<file path="src/hdl/grid_neighbor_mark_counter_core_macros.svh">
// Assertion helpers used by the core's RTL file.
`ifndef GRID_NEIGHBOR_MARK_COUNTER_CORE_MACROS_SVH
`define GRID_NEIGHBOR_MARK_COUNTER_CORE_MACROS_SVH

// Same-cycle implication, disabled during reset.
`define GNMC_ASSERT_IMP(name, clk_s, rst_s, ante, cons) \
  name: assert property (@(posedge clk_s) disable iff (rst_s) (ante) |-> (cons)) \
    else $error("gnmc: same-cycle check failed");

// Next-cycle implication, disabled during reset.
`define GNMC_ASSERT_NXT(name, clk_s, rst_s, ante, cons) \
  name: assert property (@(posedge clk_s) disable iff (rst_s) (ante) |=> (cons)) \
    else $error("gnmc: next-cycle check failed");

`endif

</file>
<file path="src/hdl/gnmc_pkg.sv">
`timescale 1ns / 1ps

package gnmc_pkg;

  // Default size limits
  localparam int DEF_MAX_COLUMNS = 1024;
  localparam int DEF_MAX_ROWS    = 1024;

  // Configuration registers
  localparam int CFG_W     = 11;
  localparam int CFG_IDX_W = 1;
  localparam logic [CFG_W-1:0] RST_COLUMNS = 11'd8;
  localparam logic [CFG_W-1:0] RST_ROWS    = 11'd8;

  typedef enum logic [CFG_IDX_W-1:0] {
    REG_COLUMNS = 1'b0,
    REG_ROWS    = 1'b1
  } cfg_reg_e;

  // Stream widths
  localparam int S_DATA_W = 8;
  localparam int M_DATA_W = 16;

  // ASCII result symbols
  localparam logic [6:0] SYM_MARK  = 7'h23;  // '#'
  localparam logic [6:0] SYM_EMPTY = 7'h2E;  // '.'
  localparam logic [6:0] SYM_ZERO  = 7'h30;  // '0'

  // Window geometry: bit 3*k+j is column k (left to right), row j (top down)
  localparam int WIN_COLS = 3;
  localparam logic [8:0] MASK_ALL    = 9'h1EF;  // all but the center
  localparam logic [8:0] MASK_LEFT   = 9'h007;
  localparam logic [8:0] MASK_RIGHT  = 9'h1C0;
  localparam logic [8:0] MASK_TOP    = 9'h049;
  localparam logic [8:0] MASK_BOTTOM = 9'h124;

  // One window column, upper row in bit 0
  typedef struct packed {
    logic lower;
    logic middle;
    logic upper;
  } win_col_t;

  // Frame edges seen by a result cell
  typedef struct packed {
    logic left;
    logic right;
    logic top;
    logic bottom;
  } edge_t;

endpackage

</file>
<file path="src/hdl/gnmc_ram.sv">
`timescale 1ns / 1ps

module gnmc_ram #(
  parameter int WIDTH = 2,
  parameter int DEPTH = 1024
) (
  input  logic                     clk,
  input  logic                     we,
  input  logic [$clog2(DEPTH)-1:0] waddr,
  input  logic [WIDTH-1:0]         wdata,
  input  logic                     re,
  input  logic [$clog2(DEPTH)-1:0] raddr,
  output logic [WIDTH-1:0]         rdata
);

  logic [WIDTH-1:0] mem [DEPTH];

  // One write port, one registered read port (read-first)
  always_ff @(posedge clk) begin
    if (we) begin
      mem[waddr] <= wdata;
    end
    if (re) begin
      rdata <= mem[raddr];
    end
  end

endmodule

</file>
<file path="src/hdl/gnmc_window_cell.sv">
`timescale 1ns / 1ps

module gnmc_window_cell import gnmc_pkg::*; (
  input  logic     clk,
  input  logic     rst,
  input  logic     shift,
  input  win_col_t col_in,
  output win_col_t col_out
);

  // One window column; takes its right neighbor's column on each shift
  always_ff @(posedge clk) begin
    if (rst) begin
      col_out <= '0;
    end else if (shift) begin
      col_out <= col_in;
    end
  end

endmodule

</file>
<file path="src/hdl/grid_neighbor_mark_counter_core.sv">
`timescale 1ns / 1ps
`include "grid_neighbor_mark_counter_core_macros.svh"
// Neighbor mark counter over a binary raster streamed in row-major order.
// Slave channel: one transaction per item. s_tuser is the kind (0 = frame
// cell, 1 = flush), s_tdata[0] the marked bit. A frame takes columns*rows
// cells followed by columns+1 flush items; stray items are dropped.
// Master channel: one result per frame cell, in raster order, with m_tuser
// set on the last result of a row and m_tlast on the last of the frame.
// The result for a cell leaves columns+1 items after that cell, passing through
// the line-store read, the window shift and the output register in that order.
// Throughput: one item per clock while the output is not stalled; the rate is set
// by the three-cell window chain shifting once per item, with a forwarding path
// around the line store when back-to-back items use the same column.
// Reset clears the position counters, the window and the output valid and
// loads columns = rows = 8. The line stores need no clearing pass: edge
// masking hides whatever they hold. A config write restarts the frame.
// When a result waits with m_tready low, the output register holds, the
// whole pipeline stalls and s_tready drops in the same cycle.

module grid_neighbor_mark_counter_core import gnmc_pkg::*; #(
  parameter int MAX_COLUMNS = DEF_MAX_COLUMNS,
  parameter int MAX_ROWS    = DEF_MAX_ROWS
) (
  input  logic                 clk,
  input  logic                 rst,
  // configuration write port
  input  logic                 cfg_we,
  input  logic [CFG_IDX_W-1:0] cfg_index,
  input  logic [CFG_W-1:0]     cfg_data,
  // input stream
  input  logic                 s_tvalid,
  output logic                 s_tready,
  input  logic [S_DATA_W-1:0]  s_tdata,   // [0] marked, [7:1] zero
  input  logic                 s_tuser,   // [0] kind
  // result stream
  output logic                 m_tvalid,
  input  logic                 m_tready,
  output logic [M_DATA_W-1:0]  m_tdata,   // [0] is_marked, [4:1] neighbor_count,
                                          // [11:5] symbol, [15:12] zero
  output logic                 m_tuser,   // [0] row_end
  output logic                 m_tlast    // frame_end
);

  localparam int COL_W  = $clog2(MAX_COLUMNS);
  localparam int CNT_W  = $clog2(MAX_COLUMNS + 1);
  localparam int ROW_W  = $clog2(MAX_ROWS + 1);
  localparam int IROW_W = $clog2(MAX_ROWS + 3);

  // configuration
  logic [CFG_W-1:0] cfg_columns;
  logic [CFG_W-1:0] cfg_rows;
  logic [31:0]      cols_wide;
  logic [31:0]      rows_wide;
  logic [CNT_W-1:0] eff_cols;
  logic [ROW_W-1:0] eff_rows;
  logic [IROW_W-1:0] rows_ext;

  // position counters
  logic [COL_W-1:0]  in_column;
  logic [IROW_W-1:0] in_row;
  logic [COL_W-1:0]  out_column;
  logic [ROW_W-1:0]  out_row;

  // acceptance
  logic advance;
  logic take;
  logic item_ok;
  logic go;
  logic cell_in;
  logic frame_open;
  logic emit0;
  logic col_last;
  logic row_end0;
  logic frame_end0;
  edge_t edge0;

  // stage 1: line-store read data
  logic             s1_valid;
  logic [COL_W-1:0] s1_col;
  logic             s1_cell;
  logic             s1_emit;
  edge_t            s1_edge;
  logic             s1_row_end;
  logic             s1_frame_end;
  logic             s1_fwd;
  logic [1:0]       s1_fwd_word;
  logic [1:0]       ram_rdata;
  logic [1:0]       s1_word_old;
  logic [1:0]       s1_word_new;
  logic             win_shift;
  win_col_t         new_col;

  // window chain
  win_col_t win [WIN_COLS];
  win_col_t chain_in [WIN_COLS];

  // stage 2: window ready
  logic       s2_valid;
  edge_t      s2_edge;
  logic       s2_row_end;
  logic       s2_frame_end;
  logic [8:0] win_bits;
  logic [8:0] nb_mask;
  logic [8:0] nb_bits;
  logic       center;
  logic [3:0] nb_sum;
  logic [3:0] count;
  logic [6:0] symbol;

  // Effective sizes: zero acts as one, oversize clamps to the limit
  always_comb begin
    cols_wide = 32'(cfg_columns);
    rows_wide = 32'(cfg_rows);
    if (cols_wide == 32'd0) begin
      eff_cols = CNT_W'(1);
    end else if (cols_wide > 32'(MAX_COLUMNS)) begin
      eff_cols = CNT_W'(MAX_COLUMNS);
    end else begin
      eff_cols = CNT_W'(cols_wide);
    end
    if (rows_wide == 32'd0) begin
      eff_rows = ROW_W'(1);
    end else if (rows_wide > 32'(MAX_ROWS)) begin
      eff_rows = ROW_W'(MAX_ROWS);
    end else begin
      eff_rows = ROW_W'(rows_wide);
    end
    rows_ext = IROW_W'(eff_rows);
  end

  // Item acceptance and per-item decisions
  assign advance    = !m_tvalid || m_tready;
  assign s_tready   = advance;
  assign take       = s_tvalid && s_tready;
  assign frame_open = in_row < rows_ext;
  assign item_ok    = s_tuser ? !frame_open : frame_open;
  assign go         = take && item_ok;
  assign cell_in    = !s_tuser && s_tdata[0];
  assign emit0      = (in_row >= IROW_W'(2)) ||
                      ((in_row == IROW_W'(1)) && (in_column != '0));
  assign col_last   = (CNT_W'(in_column) + CNT_W'(1)) >= eff_cols;
  assign row_end0   = (CNT_W'(out_column) + CNT_W'(1)) >= eff_cols;
  assign frame_end0 = row_end0 && ((out_row + ROW_W'(1)) >= eff_rows);
  assign edge0.left   = (out_column == '0);
  assign edge0.right  = row_end0;
  assign edge0.top    = (out_row == '0);
  assign edge0.bottom = (out_row + ROW_W'(1)) >= eff_rows;

  // Config registers and position counters
  always_ff @(posedge clk) begin
    if (rst) begin
      cfg_columns <= RST_COLUMNS;
      cfg_rows    <= RST_ROWS;
      in_column   <= '0;
      in_row      <= '0;
      out_column  <= '0;
      out_row     <= '0;
    end else if (cfg_we) begin
      unique case (cfg_index)
        REG_COLUMNS: cfg_columns <= cfg_data;
        REG_ROWS:    cfg_rows    <= cfg_data;
        default:     ;
      endcase
      in_column  <= '0;
      in_row     <= '0;
      out_column <= '0;
      out_row    <= '0;
    end else if (go) begin
      if (emit0 && frame_end0) begin
        in_column  <= '0;
        in_row     <= '0;
        out_column <= '0;
        out_row    <= '0;
      end else begin
        if (col_last) begin
          in_column <= '0;
          in_row    <= in_row + IROW_W'(1);
        end else begin
          in_column <= in_column + COL_W'(1);
        end
        if (emit0) begin
          if (row_end0) begin
            out_column <= '0;
            out_row    <= out_row + ROW_W'(1);
          end else begin
            out_column <= out_column + COL_W'(1);
          end
        end
      end
    end
  end

  // Line stores: bit 0 upper row, bit 1 middle row, one word per column
  gnmc_ram #(
    .WIDTH (2),
    .DEPTH (MAX_COLUMNS)
  ) u_line_ram (
    .clk   (clk),
    .we    (advance && s1_valid),
    .waddr (s1_col),
    .wdata (s1_word_new),
    .re    (go),
    .raddr (in_column),
    .rdata (ram_rdata)
  );

  // Forward the word being written when the next item reads the same column
  assign s1_word_old = s1_fwd ? s1_fwd_word : ram_rdata;
  assign s1_word_new = {s1_cell, s1_word_old[1]};

  always_ff @(posedge clk) begin
    if (rst) begin
      s1_valid <= 1'b0;
    end else if (advance) begin
      s1_valid <= go;
    end
  end

  always_ff @(posedge clk) begin
    if (advance && go) begin
      s1_col       <= in_column;
      s1_cell      <= cell_in;
      s1_emit      <= emit0;
      s1_edge      <= edge0;
      s1_row_end   <= row_end0;
      s1_frame_end <= frame_end0;
      s1_fwd       <= s1_valid && (s1_col == in_column);
      s1_fwd_word  <= s1_word_new;
    end
  end

  // Window chain: new column enters at the right, moves one cell left per item
  assign win_shift      = advance && s1_valid;
  assign new_col.upper  = s1_word_old[0];
  assign new_col.middle = s1_word_old[1];
  assign new_col.lower  = s1_cell;

  for (genvar k = 0; k < WIN_COLS; k++) begin : g_win
    if (k == WIN_COLS - 1) begin : g_head
      assign chain_in[k] = new_col;
    end else begin : g_link
      assign chain_in[k] = win[k+1];
    end
    gnmc_window_cell u_cell (
      .clk     (clk),
      .rst     (rst),
      .shift   (win_shift),
      .col_in  (chain_in[k]),
      .col_out (win[k])
    );
  end

  // Stage 2 control travels alongside the window shift
  always_ff @(posedge clk) begin
    if (rst) begin
      s2_valid <= 1'b0;
    end else if (advance) begin
      s2_valid <= s1_valid && s1_emit;
    end
  end

  always_ff @(posedge clk) begin
    if (advance && s1_valid) begin
      s2_edge      <= s1_edge;
      s2_row_end   <= s1_row_end;
      s2_frame_end <= s1_frame_end;
    end
  end

  // Neighbor count with frame edges masked off
  always_comb begin
    win_bits = {win[2], win[1], win[0]};
    center   = win_bits[4];
    nb_mask  = MASK_ALL;
    if (s2_edge.left)   nb_mask = nb_mask & ~MASK_LEFT;
    if (s2_edge.right)  nb_mask = nb_mask & ~MASK_RIGHT;
    if (s2_edge.top)    nb_mask = nb_mask & ~MASK_TOP;
    if (s2_edge.bottom) nb_mask = nb_mask & ~MASK_BOTTOM;
    nb_bits = win_bits & nb_mask;
    nb_sum  = '0;
    for (int i = 0; i < 9; i++) begin
      nb_sum = nb_sum + 4'(nb_bits[i]);
    end
    count = center ? 4'd0 : nb_sum;
    priority if (center) begin
      symbol = SYM_MARK;
    end else if (count == 4'd0) begin
      symbol = SYM_EMPTY;
    end else begin
      symbol = SYM_ZERO + 7'(count);
    end
  end

  // Output register
  always_ff @(posedge clk) begin
    if (rst) begin
      m_tvalid <= 1'b0;
    end else if (advance) begin
      m_tvalid <= s2_valid;
    end
  end

  always_ff @(posedge clk) begin
    if (advance && s2_valid) begin
      m_tdata <= {4'd0, symbol, count, center};
      m_tuser <= s2_row_end;
      m_tlast <= s2_frame_end;
    end
  end

  // Checks
  `GNMC_ASSERT_IMP(a_frame_end_on_row_end, clk, rst, m_tvalid && m_tlast, m_tuser)
  `GNMC_ASSERT_IMP(a_marked_result, clk, rst, m_tvalid && m_tdata[0],
                   (m_tdata[4:1] == 4'd0) && (m_tdata[11:5] == SYM_MARK))
  `GNMC_ASSERT_NXT(a_window_to_output, clk, rst, advance && s2_valid, m_tvalid)
  `GNMC_ASSERT_IMP(a_in_row_bound, clk, rst, 1'b1, in_row <= rows_ext + IROW_W'(2))

endmodule
</file>
<file path="config.mk">
export PLATFORM = sky130hd
export DESIGN_NAME = grid_neighbor_mark_counter_core
export DESIGN_NICKNAME = d
export VERILOG_FILES = /design/src/hdl/gnmc_pkg.sv /design/src/hdl/gnmc_ram.sv /design/src/hdl/gnmc_window_cell.sv /design/src/hdl/grid_neighbor_mark_counter_core.sv
export VERILOG_INCLUDE_DIRS = /design/src /design/src/hdl
export SDC_FILE = /design/constraint.sdc
export NUM_CORES = 2
export LEC_CHECK = 0
export BUFFER_PORTS_ARGS = -buffer_cell sky130_fd_sc_hd__buf_2
export CAP_MARGIN = 20
export CORE_ASPECT_RATIO = 1.75
export CORE_MARGIN = 2
export CORE_UTILIZATION = 40
export DETAILED_ROUTE_END_ITERATION = 6
export GPL_TIMING_DRIVEN = 0
export HOLD_SLACK_MARGIN = 0.08
export PLACE_DENSITY = 0.57
export SLEW_MARGIN = 10
export SYNTH_ARGS = -nofsm -noshare
export SYNTH_HDL_FRONTEND = slang
export SYNTH_HIERARCHICAL = 1
export SYNTH_SLANG_ARGS = --single-unit
</file>
<file path="constraint.sdc">
create_clock -name clk -period 13.65 [get_ports clk]
set_input_delay 2.73 -clock clk [delete_from_list [all_inputs] [get_ports clk]]
set_output_delay 2.73 -clock clk [all_outputs]
set_load 0.01 [all_outputs]
</file>
# --- After elaboration in Yosys (flattened, before gate mapping) ---
# Memories as Yosys holds them, arrays and structs flattened. A register that Yosys moved wholly into a read port is not among the register bits.
# Index checks and enable logic that the tools add are counted.
totals:
  ram_bits: 2048
  inputBits: 26
  memories: 1
  reg_bits: 115
  wordCells: 121
  latchBits: 0
  output_inout_bits: 20
  romBits: 0
mem_list:
  columns: ["memory", "words", "width", "rd", "rd_ports_with_merged_regs", "wr", "line", "text"]
  rows:
  - ["u_line_ram.mem", 1024, 2, 1, 1, 1, "gnmc_ram.sv:16", "logic [WIDTH-1:0] mem [DEPTH];"]
classes:
  bitwise_logic: 2
  mux: 24
  magnitude_cmp: 7
  n_addsub: 15
  eq_ne: 2
  multipliers: 0
  n_reduce_logical: 32
  n_div: 0
  shifts: 0
op_table:
  columns: ["cell", "count"]
  rows:
  - ["$mux W11", 9]
  - ["$mux W10", 5]
  - ["$ge A11 B11 Y1", 3]
  - ["$logic_not A11 Y1", 3]
  - ["$add A10 B1 Y11 const B", 2]
  - ["$add A11 B1 Y11 const B", 2]
  - ["$gt A11 B11 Y1 const B", 2]
  - ["$add A10 B1 Y10 const B", 2]
  - ["$add A4 B1 Y4", 5]
  - ["$mux W9", 2]
  - ["$eq A11 B1 Y1 const B", 1]
  - ["$ge A11 B2 Y1 const B", 1]
  - ["$logic_and A1 B1 Y1", 11]
  - ["$lt A11 B11 Y1", 1]
  - ["$eq A10 B10 Y1", 1]
  - ["$logic_not A10 Y1", 1]
  - ["$reduce_bool A10 Y1", 1]
  - ["$and A9 B9 Y9", 1]
  - ["$mux W4", 2]
  - ["$reduce_and A2 Y1", 4]
  - ["$add A6 B4 Y7 const A", 1]
  - ["$mux W7", 1]
  - ["$reduce_bool A2 Y1", 3]
  - ["$add A3 B1 Y4", 1]
  - ["11 further kinds", 17]

# --- Logic depth before layout (Yosys ltp) ---
logic_depth:
  word_depth: 16
  ltp_mapped: 17
  ltp_nobuf: 15

# --- By module ---
# Netlist, hierarchy kept.
by_module_without_submodules:
  columns: ["mod", "instances", "area_each_um2", "cells_each"]
  rows:
  - ["gnmc_ram", 1, 83777.8, 4793]
  - ["grid_neighbor_mark_counter_core", 1, 6238.5, 703]
  - ["gnmc_window_cell", 3, 101.3, 9]

# --- Least setup slack after synthesis ---
# No wires, ideal clock.
synth_timing:
  path_type: "register to register"
  start: "register s1_cell"
  end: "register s1_fwd_word[1] (data pin)"
  arrival_ns: 12.043
  path_buffers: 0
  stages_incl_launch_ff: 1
  setup_time_ns: 2.676
  setup_slack_ns: -1.069
  synth_period_minus_slack_ns: 14.719
  path_cell_list: "edfxtp_1"
synth_rtl:
  columns: ["element", "line", "text"]
  rows:
  - ["start, declared", "grid_neighbor_mark_counter_core.sv:80", "logic s1_cell;"]
  - ["start signal, assigned", "grid_neighbor_mark_counter_core.sv:222", "s1_cell <= cell_in;"]
  - ["end signal, assigned", "grid_neighbor_mark_counter_core.sv:228", "s1_fwd_word <= s1_word_new;"]
  - ["end, declared", "grid_neighbor_mark_counter_core.sv:86", "logic [1:0] s1_fwd_word;"]
# No word-level cell between the ends.

==> results.yml <==
run_status:
  outcome: "complete, no violations"
clock_tree:
  insertion_delay_ps: 900
  cts_buffers: 190
  cts_max_path_buffers: 4
  cts_hold_buffers: 0
  cts_tree: "yes"
  cts_root_buf: "clkbuf_16"
  post-cts-setup-buffers: 0
  clkTransAtPathRegs_ps: 70
  h-tree-depth: 4
  clock-sinks: 2163
  cts_resized: 0
global_routing:
  globalRouteOverflowTotal: 0
  antenna_found_initial: 32
  grt_pass1_vias: 57000
  grt_max_degree: 154
  grt_pass1_wl_mm: 496
  grt_util_all_layers_pct: 32.9
sta:
  max_freq_mhz: 143
  setup_tns_ps: 0
  min_period_ps: 6970
  hold_viol_final: 0
  rsz0062_at_grt: "false"
  slew_headroom_pct: 9.88
  tightest_slew_ps: 1350
  setup_viol: 0
  drv_slew: 0
  fin_crit_sh_pct: 51.1
  clock_skew_ps: 44.2
route:
  drcViolationCount: 0
  vias_per_cell: 6.46
  first_pass_iters: 6
  drt_iter0_drc: 9106
  wirelength_mm: 380
  ant_nets: 0
  wl_per_cell_um: 42.5
  num_vias: 57700
die:
  dieWidth_um: 363
  initial_core_util_pct: 40.2
  die_y_um: 633
  core-area_um2: 224000
  dieArea_um2: 230000
  core.rowCount: 230
  ios: 46
worst_setup_path:
  reg2reg_to: "u_line_ram/rdata[0]"
  r2r_slack_ps: 6680
  worstPathRequired_ps: 14070
  start_kind: "register"
  worstPathArrival_ps: 7400
  crit_fanout: 10
  regToRegStartpoint: "in_column[1]"
  endpoint_kind: "register"
  crit_type: "reg -> reg"
  r2r_cells: 11
power_and_ir_drop:
  p_sw_mw: 2.88
  internal-power_mw: 10.3
  seqPwrFrac_pct: 55.5
  clkPwrFrac_pct: 40.1
  p_leak_nw: 30.6
  cellPowerDensity_nw_per_um2: 128
  p_sw_share_pct: 21.9
  p_comb_share_pct: 4.3
  vdd.ir_drop.worst_mv: 0.127
place:
  globalplace.congestion: 0.992
  hpwlAfterDp_mm: 265
  io_buffers: 32
job:
  maxCapViolations: 0
hold_path:
  min-delay-start: "s1_frame_end"
  min_to: "s2_frame_end"
  hold_depth: 0
  hp-class: "reg -> reg"
logic_synthesis:
  ys_types: 91
  ys_async_sr_fraction_pct: 0
  synth_seq_cells: 2163
  synth_ff_type: "edfxtp_1"
  synth_edf_count: 2087
  syn_area_um2: 90300
  ys_warn_count: 6
  ys_seq_area_share_pct: 71.1
  netlist_instances: 5523
  syn_area_per_cell_um2: 16.4
layout:
  areaGrowthSynthToFinish_pct: 13.5
  utilization_pct: 45.7
  nets: 5959
  drive_above_1_share_pct: 19.4
-- synth_stat cells (10+ instances only) --
master | number | area, µm²
mux2_2 | 10 | 113
mux2i_1 | 214 | 2140
buf_1 | 54 | 203
a31oi_1 | 13 | 81.3
buf_8 | 15 | 225
a22o_1 | 13 | 114
nor4_1 | 19 | 119
o221ai_1 | 85 | 744
and2_1 | 11 | 68.8
xnor2_1 | 25 | 219
dfxtp_1 | 76 | 1520
a211oi_1 | 13 | 97.6
o21ai_0 | 57 | 285
nand4_1 | 18 | 113
a22oi_1 | 46 | 345
ha_1 | 55 | 688
and3_1 | 18 | 113
nand3b_1 | 15 | 113
buf_4 | 35 | 263
nand2_1 | 214 | 803
nor2_1 | 1101 | 4130
mux4_2 | 449 | 10100
edfxtp_1 | 2087 | 62700
buf_2 | 28 | 140
nor2b_1 | 18 | 113
nand2b_1 | 17 | 106
nor3_1 | 56 | 280
buf_6 | 35 | 394
nand3_1 | 68 | 340
clkbuf_1 | 257 | 965
nor3b_1 | 12 | 90.1
o22ai_1 | 52 | 325
a21oi_1 | 146 | 731
xor2_1 | 10 | 87.6
inv_1 | 28 | 105
a221oi_1 | 13 | 114
-- worst max-delay path, cell delays in order, from the launching register on --
cell	delay, ps
dfxtp_1	500
buf_4	300
buf_4	290
buf_2	570
buf_2	740
buf_2	780
buf_2	810
mux4_2	430
o22ai_1	170
nor3_1	210
o311ai_1	950
nand4_1	660
-- state kept, by name, summed over array words and instances (netlist names), 2 cells and up --
signal / flops
out_row: 11
g_win.u_cell/col_out: 9
cfg_columns: 11
u_line_ram/mem: 2048
s1_edge: 3
s1_fwd_word: 2
in_row: 11
m_tdata: 10
out_column: 10
u_line_ram/rdata: 2
s2_edge: 3
cfg_rows: 11
in_column: 10
s1_col: 10
-- power groups by stage --
stage	logic (mW)	clock network, mW	registers, mW
after global routing	0.584	5.52	7.31
after CTS	0.554	5.30	7.31
final	0.572	5.28	7.31
after detailed placement	0.554	0	7.45
after global placement	0.446	0	7.68
after floorplan	0.255	0	7.57
-- worst max path at each step --
stage / start / endpoint / slack [ps] / cells after the start
finish: in_column[1] / u_line_ram/rdata[0] / 6680 / 11
global route: in_column[1] / u_line_ram/rdata[0] / 7060 / 11
CTS: in_column[1] / u_line_ram/rdata[0] / 7110 / 11
detailed placement: in_column[1] / u_line_ram/rdata[0] / 7130 / 11
global placement: s1_cell / u_line_ram/mem[204][1] / -13170 / 0
floorplan: s1_cell / s1_fwd_word[1] / -1070 / 0
-- placed cells by master, fill, tap and decap left out, drive strengths merged, types with 10 or more instances in the layout --
master,n
nand2,215
and2,11
buf,321
nor3b,12
xor2,10
diode,23
dfxtp,76
nand3b,15
clkbuf,494
and3,18
a22oi,46
nor2b,18
edfxtp,2087
a21oi,147
mux2i,214
a221oi,13
nor2,1102
o22ai,52
inv,40
o21ai,65
a211oi,16
nor4,21
nand4,18
bufinv,10
clkinv,73
mux4,449
nor3,57
o221ai,86
nand2b,17
nand3,68
a31oi,13
mux2,12
xnor2,25
ha,55
a22o,13
-- metrics by stage --
| stage | setup WS (ps) | cells | power (mW) | cell area [µm²] | hold slack (ps) |
|---|---|---|---|---|---|
| global placement | -13170 | 8459 | 8.12 | 94100 | 426 |
| detailed placement | 7130 | 8576 | 8.01 | 96600 | 413 |
| global route | 7060 | 8920 | 13.4 | 102000 | 455 |
| CTS | 7110 | 8909 | 13.2 | 102000 | 444 |
| floorplan | -1070 | 5527 | 7.82 | 90300 | 400 |
| finish | 6680 | 8938 | 13.2 | 102000 | 440 |
-- kinds of logic (layout without fill, tap and decap cells) --
| logic type | after synthesis | in the layout | synth area share (%) |
|---|---|---|---|
| flops | 2163 | 2163 | 71.1 |
| mux | 675 | 675 | 13.7 |
| other cells | 2 | 29 | 0.00831 |
| xor+xnor | 35 | 35 | 0.339 |
| simple gates | 1619 | 1619 | 7.55 |
| buf+inv | 459 | 947 | 2.61 |
| fa+ha+maj | 59 | 59 | 0.851 |
| compound gates | 511 | 511 | 3.85 |
-- final cells by class --
type | instances | area, µm²
Inverter | 33 | 126
Antenna cell | 23 | 57.6
Clock buffer | 234 | 5010
Multi-Input combinational cell | 2905 | 23900
Fill cell | 19500 | 122000
Timing Repair Buffer | 155 | 2430
Clock inverter | 99 | 793
Tap cell | 2900 | 3630
Sequential cell | 2163 | 64200
Buffer | 426 | 2390
-- layer usage --
metal / wire length, µm / vias up / GRT usage (%)
li1: - / 22200 / -
met1: 109000 / 29700 / 32.9
met2: 182000 / 4251 / 54.1
met3: 38400 / 1573 / 8.29
met4: 50300 / 18 / 34.3
met5: 130 / - / 0
(Power assumes the default switching activity.)
